<file path="src/rtl/xec_pkg.sv">
// ----------------------------------------------------------------------------
// xec_pkg
// Shared constants, entity tables and the job word that travels from the
// front end through the job queue to the byte serializer.
// ----------------------------------------------------------------------------
package xec_pkg;

    localparam int HOLD_DEPTH  = 5;   // longest partial entity that is held
    localparam int NUM_ENT     = 5;   // predefined entities
    localparam int MAX_OUT     = 6;   // most bytes one input byte can cause
    localparam int CNT_W       = 3;   // holds 0..MAX_OUT
    localparam int QUEUE_DEPTH = 2;   // default job queue depth

    typedef logic [7:0] t_byte;

    localparam t_byte CH_AMP  = 8'h26;
    localparam t_byte CH_LT   = 8'h3C;
    localparam t_byte CH_GT   = 8'h3E;
    localparam t_byte CH_APOS = 8'h27;
    localparam t_byte CH_QUOT = 8'h22;
    localparam t_byte CH_SEMI = 8'h3B;
    localparam t_byte CH_NUL  = 8'h00;

    // Entity spellings, first byte at index 0, padded with NUL.
    localparam t_byte ENT_TEXT [NUM_ENT][MAX_OUT] = '{
        '{CH_AMP, "a", "m", "p", CH_SEMI, CH_NUL},
        '{CH_AMP, "l", "t", CH_SEMI, CH_NUL, CH_NUL},
        '{CH_AMP, "g", "t", CH_SEMI, CH_NUL, CH_NUL},
        '{CH_AMP, "a", "p", "o", "s", CH_SEMI},
        '{CH_AMP, "q", "u", "o", "t", CH_SEMI}
    };

    localparam logic [CNT_W-1:0] ENT_LEN [NUM_ENT] = '{3'd5, 3'd4, 3'd4, 3'd6, 3'd6};

    localparam t_byte ENT_PLAIN [NUM_ENT] = '{CH_AMP, CH_LT, CH_GT, CH_APOS, CH_QUOT};

    // One job: the output bytes of one input byte, byte 0 goes out first.
    typedef struct packed {
        logic [MAX_OUT-1:0][7:0] bytes;
        logic [CNT_W-1:0]        cnt;
        logic                    msg_end;
    } t_job;

endpackage

</file>
<file path="src/rtl/xml_entity_codec_core.sv">
// ----------------------------------------------------------------------------
// xml_entity_codec_core
// Streaming codec for the five predefined XML entities.
// ----------------------------------------------------------------------------
// The block takes one byte per cycle while the job queue has room and gives
// one byte per cycle while the output is not stalled. Each input byte turns
// in the front end, in its cycle of acceptance, into a job of 0 to 6 output
// bytes; the byte serializer in the back end sends one byte per unstalled
// cycle, and a byte that only extends a partial entity pushes no job. A job
// queue of QUEUE_DEPTH entries between the two lets input keep flowing while
// output stalls or expands; input stalls only when that queue is full. With
// mode 1 set by the one configuration bit, entities are decoded, and a
// partial match of up to five bytes is held until it completes, mismatches,
// or the message ends. Writing the mode drops any held bytes; write it only
// when the block is idle.
// ----------------------------------------------------------------------------
module xml_entity_codec_core
    import xec_pkg::*;
#(
    parameter int QUEUE_DEPTH_P = QUEUE_DEPTH
) (
    input  logic       i_clk,
    input  logic       i_rst_n,
    input  logic       i_cfg_we,
    input  logic       i_cfg_wdata,
    input  logic       i_in_valid,
    output logic       o_in_stall,
    input  logic [7:0] i_in_byte,
    input  logic       i_message_end,
    output logic       o_out_valid,
    input  logic       i_out_stall,
    output logic [7:0] o_out_byte,
    output logic       o_run_last,
    output logic       o_message_last
);

    logic push;
    logic full;
    logic pop;
    logic q_valid;
    t_job f_job;
    t_job q_job;

    xec_front u_front (
        .i_clk         (i_clk),
        .i_rst_n       (i_rst_n),
        .i_cfg_we      (i_cfg_we),
        .i_cfg_wdata   (i_cfg_wdata),
        .i_valid       (i_in_valid),
        .i_in_byte     (i_in_byte),
        .i_message_end (i_message_end),
        .o_stall       (o_in_stall),
        .i_full        (full),
        .o_push        (push),
        .o_job         (f_job)
    );

    xec_queue #(
        .DEPTH (QUEUE_DEPTH_P)
    ) u_queue (
        .i_clk   (i_clk),
        .i_rst_n (i_rst_n),
        .i_push  (push),
        .i_job   (f_job),
        .o_full  (full),
        .i_pop   (pop),
        .o_valid (q_valid),
        .o_job   (q_job)
    );

    xec_back u_back (
        .i_clk          (i_clk),
        .i_rst_n        (i_rst_n),
        .i_q_valid      (q_valid),
        .i_q_job        (q_job),
        .o_pop          (pop),
        .o_out_valid    (o_out_valid),
        .i_out_stall    (i_out_stall),
        .o_out_byte     (o_out_byte),
        .o_run_last     (o_run_last),
        .o_message_last (o_message_last)
    );

endmodule

</file>
<file path="src/rtl/xec_front.sv">
// ----------------------------------------------------------------------------
// xec_front
// Accepts input bytes, tracks the partial entity match and turns each byte
// into one job word holding all of its output bytes.
// ----------------------------------------------------------------------------
module xec_front
    import xec_pkg::*;
(
    input  logic        i_clk,
    input  logic        i_rst_n,
    input  logic        i_cfg_we,
    input  logic        i_cfg_wdata,
    input  logic        i_valid,
    input  logic [7:0]  i_in_byte,
    input  logic        i_message_end,
    output logic        o_stall,
    input  logic        i_full,
    output logic        o_push,
    output t_job        o_job
);

    logic             r_mode;
    t_byte            r_held [HOLD_DEPTH];
    logic [CNT_W-1:0] r_hcnt;

    t_byte            n_held [HOLD_DEPTH];
    logic [CNT_W-1:0] n_hcnt;

    logic                      accept;
    logic                      esc_hit;
    logic [CNT_W-1:0]          esc_sel;
    logic [NUM_ENT-1:0]        ent_ok;
    logic                      m_hit;
    logic                      m_full;
    logic [CNT_W-1:0]          m_sel;
    t_byte                     a_list [MAX_OUT];
    logic [CNT_W-1:0]          a_cnt;
    logic [CNT_W:0]            tot_cnt;
    logic                      is_amp;
    t_job                      job;

    assign accept  = i_valid && !o_stall;
    assign o_stall = i_full;
    assign is_amp  = (i_in_byte == CH_AMP);

    // Escape lookup
    always_comb begin
        esc_hit = 1'b0;
        esc_sel = '0;
        for (int e = NUM_ENT - 1; e >= 0; e--) begin
            if (ENT_PLAIN[e] == i_in_byte) begin
                esc_hit = 1'b1;
                esc_sel = CNT_W'(e);
            end
        end
    end

    // Held prefix plus new byte against each entity, lowest index wins
    always_comb begin
        logic pre;
        logic tail;
        logic [CNT_W:0] need;
        need = {1'b0, r_hcnt} + (CNT_W+1)'(1);
        for (int e = 0; e < NUM_ENT; e++) begin
            pre  = 1'b1;
            tail = 1'b0;
            for (int i = 0; i < HOLD_DEPTH; i++) begin
                if (i < int'(r_hcnt) && r_held[i] != ENT_TEXT[e][i])
                    pre = 1'b0;
            end
            for (int i = 0; i < MAX_OUT; i++) begin
                if (i == int'(r_hcnt) && ENT_TEXT[e][i] == i_in_byte)
                    tail = 1'b1;
            end
            ent_ok[e] = pre && tail && (need <= {1'b0, ENT_LEN[e]});
        end
        m_hit  = 1'b0;
        m_sel  = '0;
        for (int e = NUM_ENT - 1; e >= 0; e--) begin
            if (ent_ok[e]) begin
                m_hit = 1'b1;
                m_sel = CNT_W'(e);
            end
        end
        m_full = m_hit && (need == {1'b0, ENT_LEN[m_sel]});
    end

    // Build the job for this byte
    always_comb begin
        n_held = r_held;
        n_hcnt = r_hcnt;
        a_cnt  = '0;
        for (int k = 0; k < MAX_OUT; k++)
            a_list[k] = i_in_byte;

        if (!r_mode) begin
            if (esc_hit) begin
                for (int k = 0; k < MAX_OUT; k++)
                    a_list[k] = ENT_TEXT[esc_sel][k];
                a_cnt = ENT_LEN[esc_sel];
            end else begin
                a_cnt = CNT_W'(1);
            end
        end else if (m_full) begin
            a_list[0] = ENT_PLAIN[m_sel];
            a_cnt     = CNT_W'(1);
            n_hcnt    = '0;
        end else if (m_hit) begin
            for (int i = 0; i < HOLD_DEPTH; i++)
                if (i == int'(r_hcnt))
                    n_held[i] = i_in_byte;
            n_hcnt = CNT_W'(r_hcnt + CNT_W'(1));
        end else begin
            // mismatch: release the held bytes, then the new byte or a new match
            for (int i = 0; i < HOLD_DEPTH; i++)
                if (i < int'(r_hcnt))
                    a_list[i] = r_held[i];
            if (is_amp) begin
                a_cnt     = r_hcnt;
                n_held[0] = CH_AMP;
                n_hcnt    = CNT_W'(1);
            end else begin
                a_cnt  = CNT_W'(r_hcnt + CNT_W'(1));
                n_hcnt = '0;
            end
        end

        // message end in decode mode: append what is still held
        tot_cnt = {1'b0, a_cnt};
        for (int k = 0; k < MAX_OUT; k++)
            job.bytes[k] = a_list[k];
        if (r_mode && i_message_end) begin
            for (int k = 0; k < MAX_OUT; k++) begin
                for (int j = 0; j < HOLD_DEPTH; j++) begin
                    if (k >= int'(a_cnt) && (k - int'(a_cnt)) == j)
                        job.bytes[k] = n_held[j];
                end
            end
            tot_cnt = {1'b0, a_cnt} + {1'b0, n_hcnt};
            n_hcnt  = '0;
        end
        job.cnt     = tot_cnt[CNT_W-1:0];
        job.msg_end = i_message_end;
    end

    assign o_job  = job;
    assign o_push = accept && (job.cnt != '0);

    always_ff @(posedge i_clk) begin
        if (!i_rst_n) begin
            r_mode <= 1'b0;
            r_hcnt <= '0;
        end else if (i_cfg_we) begin
            r_mode <= i_cfg_wdata;
            r_hcnt <= '0;
        end else if (accept) begin
            r_hcnt <= n_hcnt;
        end
    end

    always_ff @(posedge i_clk) begin
        if (accept)
            r_held <= n_held;
    end

    a_hold_bound: assert property (@(posedge i_clk) disable iff (!i_rst_n)
        r_hcnt <= CNT_W'(HOLD_DEPTH))
        else $error("held count beyond hold depth");

    a_escape_empty: assert property (@(posedge i_clk) disable iff (!i_rst_n)
        !r_mode |-> r_hcnt == '0)
        else $error("bytes held in escape mode");

    a_end_flushes: assert property (@(posedge i_clk) disable iff (!i_rst_n)
        accept && i_message_end |-> o_push ##1 r_hcnt == '0)
        else $error("message end left bytes held or produced no job");

endmodule

</file>
<file path="src/rtl/xec_queue.sv">
// ----------------------------------------------------------------------------
// xec_queue
// Small job queue in flops between front end and serializer.
// ----------------------------------------------------------------------------
module xec_queue
    import xec_pkg::*;
#(
    parameter int DEPTH = QUEUE_DEPTH
) (
    input  logic i_clk,
    input  logic i_rst_n,
    input  logic i_push,
    input  t_job i_job,
    output logic o_full,
    input  logic i_pop,
    output logic o_valid,
    output t_job o_job
);

    localparam int PTR_W = (DEPTH > 1) ? $clog2(DEPTH) : 1;
    localparam int CNT_Q = $clog2(DEPTH + 1);

    t_job             r_mem [DEPTH];
    logic [PTR_W-1:0] r_wr;
    logic [PTR_W-1:0] r_rd;
    logic [CNT_Q-1:0] r_cnt;

    logic [PTR_W-1:0] n_wr;
    logic [PTR_W-1:0] n_rd;
    logic [CNT_Q-1:0] n_cnt;

    assign o_full  = (r_cnt == CNT_Q'(DEPTH));
    assign o_valid = (r_cnt != '0);
    assign o_job   = r_mem[r_rd];

    always_comb begin
        n_wr  = r_wr;
        n_rd  = r_rd;
        n_cnt = r_cnt;
        if (i_push)
            n_wr = (r_wr == PTR_W'(DEPTH - 1)) ? '0 : PTR_W'(r_wr + PTR_W'(1));
        if (i_pop)
            n_rd = (r_rd == PTR_W'(DEPTH - 1)) ? '0 : PTR_W'(r_rd + PTR_W'(1));
        if (i_push && !i_pop)
            n_cnt = CNT_Q'(r_cnt + CNT_Q'(1));
        else if (i_pop && !i_push)
            n_cnt = CNT_Q'(r_cnt - CNT_Q'(1));
    end

    always_ff @(posedge i_clk) begin
        if (!i_rst_n) begin
            r_wr  <= '0;
            r_rd  <= '0;
            r_cnt <= '0;
        end else begin
            r_wr  <= n_wr;
            r_rd  <= n_rd;
            r_cnt <= n_cnt;
        end
    end

    always_ff @(posedge i_clk) begin
        if (i_push)
            r_mem[r_wr] <= i_job;
    end

    a_no_overflow: assert property (@(posedge i_clk) disable iff (!i_rst_n)
        o_full |-> !i_push)
        else $error("push into full job queue");

    a_no_underflow: assert property (@(posedge i_clk) disable iff (!i_rst_n)
        !o_valid |-> !i_pop)
        else $error("pop from empty job queue");

endmodule

</file>
<file path="src/rtl/xec_back.sv">
// ----------------------------------------------------------------------------
// xec_back
// Byte serializer: loads one job at a time and sends its bytes one per
// output word, marking the last byte of the job and of the message.
// ----------------------------------------------------------------------------
module xec_back
    import xec_pkg::*;
(
    input  logic       i_clk,
    input  logic       i_rst_n,
    input  logic       i_q_valid,
    input  t_job       i_q_job,
    output logic       o_pop,
    output logic       o_out_valid,
    input  logic       i_out_stall,
    output logic [7:0] o_out_byte,
    output logic       o_run_last,
    output logic       o_message_last
);

    logic                    r_valid;
    logic [MAX_OUT-1:0][7:0] r_bytes;
    logic [CNT_W-1:0]        r_left;
    logic                    r_msg;

    logic take;
    logic last_byte;

    assign take      = r_valid && !i_out_stall;
    assign last_byte = (r_left == CNT_W'(1));
    // load the next job when idle or while the final byte leaves
    assign o_pop     = i_q_valid && (!r_valid || (take && last_byte));

    assign o_out_valid    = r_valid;
    assign o_out_byte     = r_bytes[0];
    assign o_run_last     = last_byte;
    assign o_message_last = last_byte && r_msg;

    always_ff @(posedge i_clk) begin
        if (!i_rst_n) begin
            r_valid <= 1'b0;
            r_left  <= '0;
        end else if (o_pop) begin
            r_valid <= 1'b1;
            r_left  <= i_q_job.cnt;
        end else if (take) begin
            r_valid <= !last_byte;
            r_left  <= CNT_W'(r_left - CNT_W'(1));
        end
    end

    always_ff @(posedge i_clk) begin
        if (o_pop) begin
            r_bytes <= i_q_job.bytes;
            r_msg   <= i_q_job.msg_end;
        end else if (take) begin
            r_bytes <= r_bytes >> 8;
        end
    end

    a_left_live: assert property (@(posedge i_clk) disable iff (!i_rst_n)
        r_valid |-> (r_left != '0 && r_left <= CNT_W'(MAX_OUT)))
        else $error("serializer holds a job with no bytes left");

endmodule

</file>
<file path="config.mk">
export PLATFORM = sky130hd
export DESIGN_NAME = xml_entity_codec_core
export DESIGN_NICKNAME = d
export VERILOG_FILES = /design/src/rtl/xec_pkg.sv /design/src/rtl/xml_entity_codec_core.sv /design/src/rtl/xec_front.sv /design/src/rtl/xec_queue.sv /design/src/rtl/xec_back.sv
export SDC_FILE = /design/constraint.sdc
export NUM_CORES = 1
export LEC_CHECK = 0
export BUFFER_PORTS_ARGS = -buffer_cell sky130_fd_sc_hd__clkbuf_2
export CORE_AREA = 2 2 178 180
export CTS_BUF_LIST = sky130_fd_sc_hd__clkbuf_8
export DETAILED_ROUTE_END_ITERATION = 7
export DIE_AREA = 0 0 180 182
export RECOVER_POWER = 100
export SKIP_CTS_REPAIR_TIMING = 1
export SYNTH_ARGS = -nofsm -noshare
export SYNTH_HDL_FRONTEND = slang
export SYNTH_SLANG_ARGS = --single-unit
</file>
<file path="constraint.sdc">
create_clock -name i_clk -period 14.3 [get_ports i_clk]
set_input_delay 0 -clock i_clk [delete_from_list [all_inputs] [get_ports i_clk]]
set_output_delay 0 -clock i_clk [all_outputs]
set_load 0.01 [all_outputs]
</file>
* Yosys cells after proc, flatten, opt, wreduce, memory -nomap -nowiden
Memory sizes are Yosys's and may differ from the RTL's. A register that Yosys moved wholly into a read port is not among the register bits.
Cells that the tools add are included.
** Storage, ports and cells
- Register bits :: 101
- Memory bits (writable) :: 104
- ROM bits :: 496
- Input port bits :: 15
- Output and inout bits :: 12
- Word-level logic and storage cells :: 376
- Memories :: 5
** Cells by class
- Add/subtract/negate cells :: 14
- $lt $le $gt $ge :: 16
- Equality and inequality tests :: 64
- Muxes and demuxes :: 150
- Bitwise operators :: 3
- Reductions and logical operators :: 105
** Memory list
- (name not given) :: depth 8, width 48, read ports 1, clocked after memory_dff 0, wr ports 0, line xec_front.sv:99 : a_list[k] = ENT_TEXT[esc_sel][k];
- u_queue.r_mem :: depth 2, width 52, read ports 1, clocked after memory_dff 1, wr ports 1, line xec_queue.sv:23 : t_job r_mem [DEPTH];
- (name not given) :: depth 8, width 8, read ports 1, clocked after memory_dff 0, wr ports 0, line xec_front.sv:105 : a_list[0] = ENT_PLAIN[m_sel];
- (name not given) :: depth 8, width 3, read ports 1, clocked after memory_dff 0, wr ports 0, line xec_front.sv:100 : a_cnt = ENT_LEN[esc_sel];
- (name not given) :: depth 8, width 3, read ports 1, clocked after memory_dff 0, wr ports 0, line xec_front.sv:85 : m_full = m_hit && (need == {1'b0, ENT_LEN[m_sel]});
** Operators with widths (number)
- 32-bit by 3-bit == test with 1-bit output, second input constant :: 12
- 8-bit 2-to-1 mux :: 46
- 48-bit 2-to-1 mux :: 6
- 32-bit by 2-bit == test with 1-bit output, second input constant :: 6
- 32-bit by 4-bit == test with 1-bit output, second input constant :: 6
- 32-bit logical NOT :: 6
- 40-bit 2-to-1 mux :: 4
- 8-bit by 7-bit inequality test with 1-bit output, second input constant :: 12
- 1-bit logical AND :: 84
- 7-bit by 8-bit == test with 1-bit output, first input constant :: 10
- 3-bit 2-to-1 mux :: 26
- 1-bit 2-to-1 mux :: 64
- 32-bit 2-to-1 mux :: 2
- 6-bit by 8-bit == test with 1-bit output, first input constant :: 6
- 8-bit by 6-bit inequality test with 1-bit output, second input constant :: 3
- 3-bit == test, first input constant :: 4
- 4-bit by 3-bit <= comparator with 1-bit output, second input constant :: 3
- 8-bit by 6-bit == test with 1-bit output, second input constant :: 1
- 4-bit greater-or-equal comparator, second input constant :: 2
- 8-bit logical NOT :: 1
- 3-bit NOT with 4-bit output :: 2
- 8-bit nonzero test :: 1
- 1-bit by 3-bit subtractor with 4-bit output, first input constant :: 2
- 2-bit by 3-bit subtractor with 4-bit output, first input constant :: 2
- 26 further kinds :: 41

* Longest topological paths before layout
- Depth in word-level cells :: 32
- Depth in mapped cells :: 32

* By module
A second synthesis with hierarchy kept.
** Unflattened totals
- Cell total of the unflattened synthesis :: 1406
- Area, all modules :: 13748.2 um2
** By module, submodules not included
- xec_front :: times used 1, cells an instance 999, area each 7384.6 um2, sequential area each 1281.2 um2
- xec_queue :: times used 1, cells an instance 184, area each 3991.3 um2, sequential area each 3223.1 um2
- xec_back :: times used 1, cells an instance 223, area each 2372.3 um2, sequential area each 1551.5 um2

* Least setup slack after synthesis
Ideal clock, no wire load.
- Kind :: register to register
- Start point :: register u_front.r_hcnt[0]
- End point :: memory u_queue.r_mem[0][0] (netlist bit), enable pin
- Library setup time :: 469 ps
- Data arrival time :: 8016 ps
- Required time :: 13831 ps
- Path slack :: 5815 ps
- Stages on the path, launching flop included :: 30
- Buffers on the path :: 4
- Clock period less this slack :: 8485 ps
- Path through :: dfxtp_1 buf_2 clkinv_1 ha_1 nor2b_1 and4_1 a2111oi_0 and2_1 nor3_1 or2_2 a21oi_1 inv_1 ha_1 nand2_1 a22o_1 o211ai_2 nor3_4 o21ai_4 inv_2 buf_4 clkbuf_1 buf_1 ha_1 inv_1 fa_1 and3_1 mux2i_1 xnor2_1 o31a_1 nor2b_1
** RTL lines
- start: declaration :: line xec_front.sv:24 : logic [CNT_W-1:0] r_hcnt;
- start signal: assignment :: line xec_front.sv:157 : r_hcnt <= n_hcnt;
- end: declaration :: line xec_queue.sv:23

==> PnR_summary.wiki <==
{| class="wikitable"
! Metric !! Value
|-
| Critical Path Start || u_front.r_hcnt[0]$_SDFFE_PP0P_
|-
| Layout-stage area growth over the synthesis result || 7.92%
|-
| Critical path arrival || 10,290 ps
|-
| Critical setup path kind || reg2reg
|-
| Clock latency of the later-clocked register in the worst-skew pair || 560 ps
|-
| Via count normalized by instance count || 6.46
|-
| Hold violation total from the final report || 2
|-
| Buffers added on ports || 26
|-
| Antenna violations before repair || 0
|-
| Bufs and invs on worst path || 4
|-
| Relative max-transition margin || -1.61
|-
| Post-Layout Inst Area || 14,100 um2
|-
| Longest individual stage delay on the worst path || 1790 ps
|-
| Largest net degree at the start of global routing || 96
|-
| Critical path launch point type || flip-flop
|-
| Warnings from Yosys || 0
|-
| Stages on the worst setup path || 22
|-
| Global-route wire length before repair || 68,700 um
|-
| GPL Wtd Cong || 1.03
|-
| Cell internal power dissipation || 1.35 mW
|-
| Number of cells in the finished layout apart from fillers || 1,714
|-
| Synth unique cells || 91
|-
| Number of nets in the synthesized netlist || 1,331
|-
| Proportion of layout cells with a drive suffix above 1 || 0.0831
|-
| Flip-flop and latch count after synthesis || 206
|-
| H-Tree Level Count || 2
|-
| Hold wc startpoint || i_out_stall
|-
| Area of the core region || 31,000 um2
|-
| CTS tree || done
|-
| Count of TritonRoute iterations in the first routing pass || 7
|-
| Max Clock Freq || 0.0993 GHz
|-
| Data required time of the worst path || 14,520 ps
|-
| Number of nets in the final layout || 1,334
|-
| Part of the cycle the worst path needs || 0.704
|-
| Placement Setup Slack || 6530 ps
|-
| Critical path's top delay family || simple AND/OR/NAND/NOR gates
|-
| Standard cell area after detailed placement || 13,400 um2
|-
| Worst hold path stage count || 5
|-
| HPWL after detailed placement || 32,700 um
|-
| Number of top-level pins || 27
|-
| Global route total overflow || 0
|-
| Via Count || 11,100
|-
| Final critical-path setup slack || 4230 ps
|-
| Die H || 182 um
|-
| Worst hold slack || -19.7 ps
|-
| Deepest clock path buffer count || 3
|-
| Power Density || 144 nW/um2
|-
| Clock share of power || 0.259
|-
| Total power after layout || 2.02 mW
|-
| Die Footprint || 32,800 um2
|-
| Average routed wire per standard cell || 27.0 um
|-
| Run status || finished, violations left
|-
| Cell area after synthesis || 13,000 um2
|-
| Max-Cap Viols || 10
|-
| Reported leakage power || 5.27 nW
|-
| Largest fanout on the critical path || 35
|-
| Post-synthesis cell type with the largest combined area || sky130_fd_sc_hd__edfxtp_1
|-
| Final critical delay including setup and external delays || 10,070 ps
|-
| Routed WL || 46,300 um
|-
| Violated checks || hold timing, capacitance limit, slew limit
|-
| RSZ-0062 raised after global routing || no
|-
| Cells along the critical path || clkinv_1 > ha_1 > nor2b_1 > and4_1 > a2111oi_0 > and2_0 > nor3_1 > or2_2 > a21oi_1 > inv_1 > ha_1 > o211ai_1 > nor3_1 > o21ai_4 > clkbuf_1 > inv_1 > nand2_1 > ha_1 > nor4_1 > mux2i_1 > nand2_1 > a222oi_1
|-
| Synth top area share || 0.445
|-
| Number of synthesized flops with an enable pin || 193
|-
| Vias in the first global route || 10,400
|-
| Number of remaining DRC errors || 0
|-
| Die span in x || 180 um
|-
| Kind of end point of the critical path || flip-flop
|-
| Most frequently used flop master after synthesis || sky130_fd_sc_hd__edfxtp_1
|-
| Cts bufs inserted || 37
|-
| Final slew viol count || 316
|-
| Portion of the post-synthesis area used by sequential elements || 0.465
|-
| Share of flip-flops with an asynchronous set or reset || 0
|-
| Mean instance size in the synthesized netlist || 10.1 um2
|-
| Skew final || 44.9 ps
|-
| Remaining number of nets flagged by the antenna check after routing || 0
|-
| Drt initial violations || 1,352
|-
| Reg-to-reg startpoint || u_front.r_hcnt[0]$_SDFFE_PP0P_
|-
| Combined global-route utilization of all metal layers || 0.279
|-
| Synth top area cells || sky130_fd_sc_hd__edfxtp_1 45%, sky130_fd_sc_hd__mux2i_1 9.4%, sky130_fd_sc_hd__nand2_1 4.0%, sky130_fd_sc_hd__o21ai_0 3.5%, sky130_fd_sc_hd__nor2_1 2.5%
|-
| Length in cells of the worst reg-to-reg path || 22
|-
| Clock Pin Slew Worst Setup and Hold Paths || 60 ps
|-
| Setup TNS || 0 ps
|-
| Most frequent cell on the critical path || sky130_fd_sc_hd__ha_1
|-
| Worst voltage drop across the vdd grid || 0.0919 mV
|-
| Post-Place Cells || 1,646
|-
| Ant. Diodes || 0
|-
| Root buf cell || sky130_fd_sc_hd__clkbuf_8
|-
| Type of the most critical hold path || in2reg
|-
| Switching Fraction || 0.331
|-
| Clock sink count || 206
|-
| Cell count after synthesis || 1,289
|-
| Switch Pwr || 0.668 mW
|-
| Initial Util || 0.420
|-
| Transition time at the pin with the least slew margin || 3910 ps
|-
| Register share of total power || 0.464
|-
| Cell at the slowest stage of the critical path || sky130_fd_sc_hd__nor4_1
|-
| Final Setup Violations || 0
|-
| Combinational share of power || 0.277
|-
| Number of standard-cell rows in the floorplan || 65
|}
[layout make-up]
type,count,area (um2)
fillers,2979,16900
multi-input cells,935,6310
flip-flops and latches,206,6060
clock buffers,37,509
well taps,402,503
repair buffers,53,305
inverters,59,221
clock inverters,22,149
[cell usage in the layout (no fill, tap or decap), types with 26 or more instances in the layout]
master	instances
sky130_fd_sc_hd__clkbuf_8	37
sky130_fd_sc_hd__nand2_1	138
sky130_fd_sc_hd__nand3_1	29
sky130_fd_sc_hd__o21ai_0	93
sky130_fd_sc_hd__mux2i_1	122
sky130_fd_sc_hd__edfxtp_1	193
sky130_fd_sc_hd__a21oi_1	65
sky130_fd_sc_hd__inv_1	62
sky130_fd_sc_hd__nor2_1	87
sky130_fd_sc_hd__ha_1	26
[sequential cells by signal, indices dropped and copies added (netlist names), named ones only]
name,count
u_back.r_left,3
u_queue.r_rd,1
u_back.o_out_valid,1
u_queue.r_cnt,2
u_back.r_bytes,40
u_front.r_hcnt,3
u_queue.r_mem,104
u_front.r_mode,1
u_queue.r_wr,1
u_back.o_out_byte,8
u_front.r_held,40
u_back.r_msg,1
[power groups by stage]
stage | logic, mW | registers, mW | clock network [mW]
5_1_grt | 0.619 | 0.951 | 0.562
3_3_place_gp | 0.538 | 0.935 | 0
6_report | 0.559 | 0.936 | 0.521
2_1_floorplan | 0.386 | 0.925 | 0
4_1_cts | 0.542 | 0.929 | 0.532
3_5_place_dp | 0.542 | 0.939 | 0
[metrics by stage]
step                hold slack (ps)   util
floorplan                      98.9      -
global placement                258  0.433
detailed placement              275  0.433
CTS                            -304  0.455
global route                   38.3  0.453
finish                        -19.7  0.453
[metal layers]
metal	vias up	wire length, um	track usage
li1	4909	-	-
met1	5350	19800	0.388
met2	672	19800	0.420
met3	139	4560	0.0564
met4	0	2180	0.125
met5	-	0	0
[cells by family after synthesis]
group                    count (synthesis)  share of synthesized area
buffers and inverters                  148                     0.0464
AO/OA/AOI/OAI                          366                      0.192
adder cells (fa/ha/maj)                 27                     0.0265
XOR/XNOR                                 7                    0.00471
AND/OR/NAND/NOR                        390                      0.151
multiplexers                           145                      0.114
flip-flops                             206                      0.465
[tightest hold or removal path: stages]
cell and delay, ps:
sky130_fd_sc_hd__clkbuf_2 90, sky130_fd_sc_hd__nand3b_1 120, sky130_fd_sc_hd__xor2_1 70, sky130_fd_sc_hd__nand2_1 60, sky130_fd_sc_hd__and3_1 130
[Yosys cell counts (5+ instances only)]
cell                          n
sky130_fd_sc_hd__buf_4       10
sky130_fd_sc_hd__a211o_1      6
sky130_fd_sc_hd__xnor2_1      5
sky130_fd_sc_hd__a31oi_1     14
sky130_fd_sc_hd__o21ai_1      7
sky130_fd_sc_hd__ha_1        26
sky130_fd_sc_hd__mux2i_1    122
sky130_fd_sc_hd__o22ai_1     21
sky130_fd_sc_hd__o211ai_1    15
sky130_fd_sc_hd__mux2_2      23
sky130_fd_sc_hd__o221ai_1     7
sky130_fd_sc_hd__buf_2        9
sky130_fd_sc_hd__buf_1       13
sky130_fd_sc_hd__nor2b_1      8
sky130_fd_sc_hd__nor2_1      87
sky130_fd_sc_hd__dfxtp_1     13
sky130_fd_sc_hd__o31ai_1     10
sky130_fd_sc_hd__nand3_1     29
sky130_fd_sc_hd__a221oi_1    19
sky130_fd_sc_hd__nor3_1      23
sky130_fd_sc_hd__or2_2        5
sky130_fd_sc_hd__o21ai_0     90
sky130_fd_sc_hd__and2_1      15
sky130_fd_sc_hd__a21oi_1     65
sky130_fd_sc_hd__nand2b_1    13
sky130_fd_sc_hd__or3_1        7
sky130_fd_sc_hd__a211oi_1    12
sky130_fd_sc_hd__clkbuf_1    57
sky130_fd_sc_hd__a2111oi_0    8
sky130_fd_sc_hd__and3_1      13
sky130_fd_sc_hd__nand2_1    139
sky130_fd_sc_hd__inv_1       55
sky130_fd_sc_hd__a21boi_0     7
sky130_fd_sc_hd__a21o_1      11
sky130_fd_sc_hd__a22o_1      10
sky130_fd_sc_hd__a22oi_1     19
sky130_fd_sc_hd__edfxtp_1   193
[worst paths after layout]
check / end / slack (ps)
hold reg to reg: u_back.r_bytes[26]$_DFFE_PP_ / 520
setup / recovery: u_queue.r_mem[1][27]$_DFFE_PP_ / 4230
setup reg to reg: u_queue.r_mem[1][27]$_DFFE_PP_ / 4230
hold / removal: u_back.r_left[2]$_SDFFE_PN0P_ / -20
(Power assumes the default switching activity.)
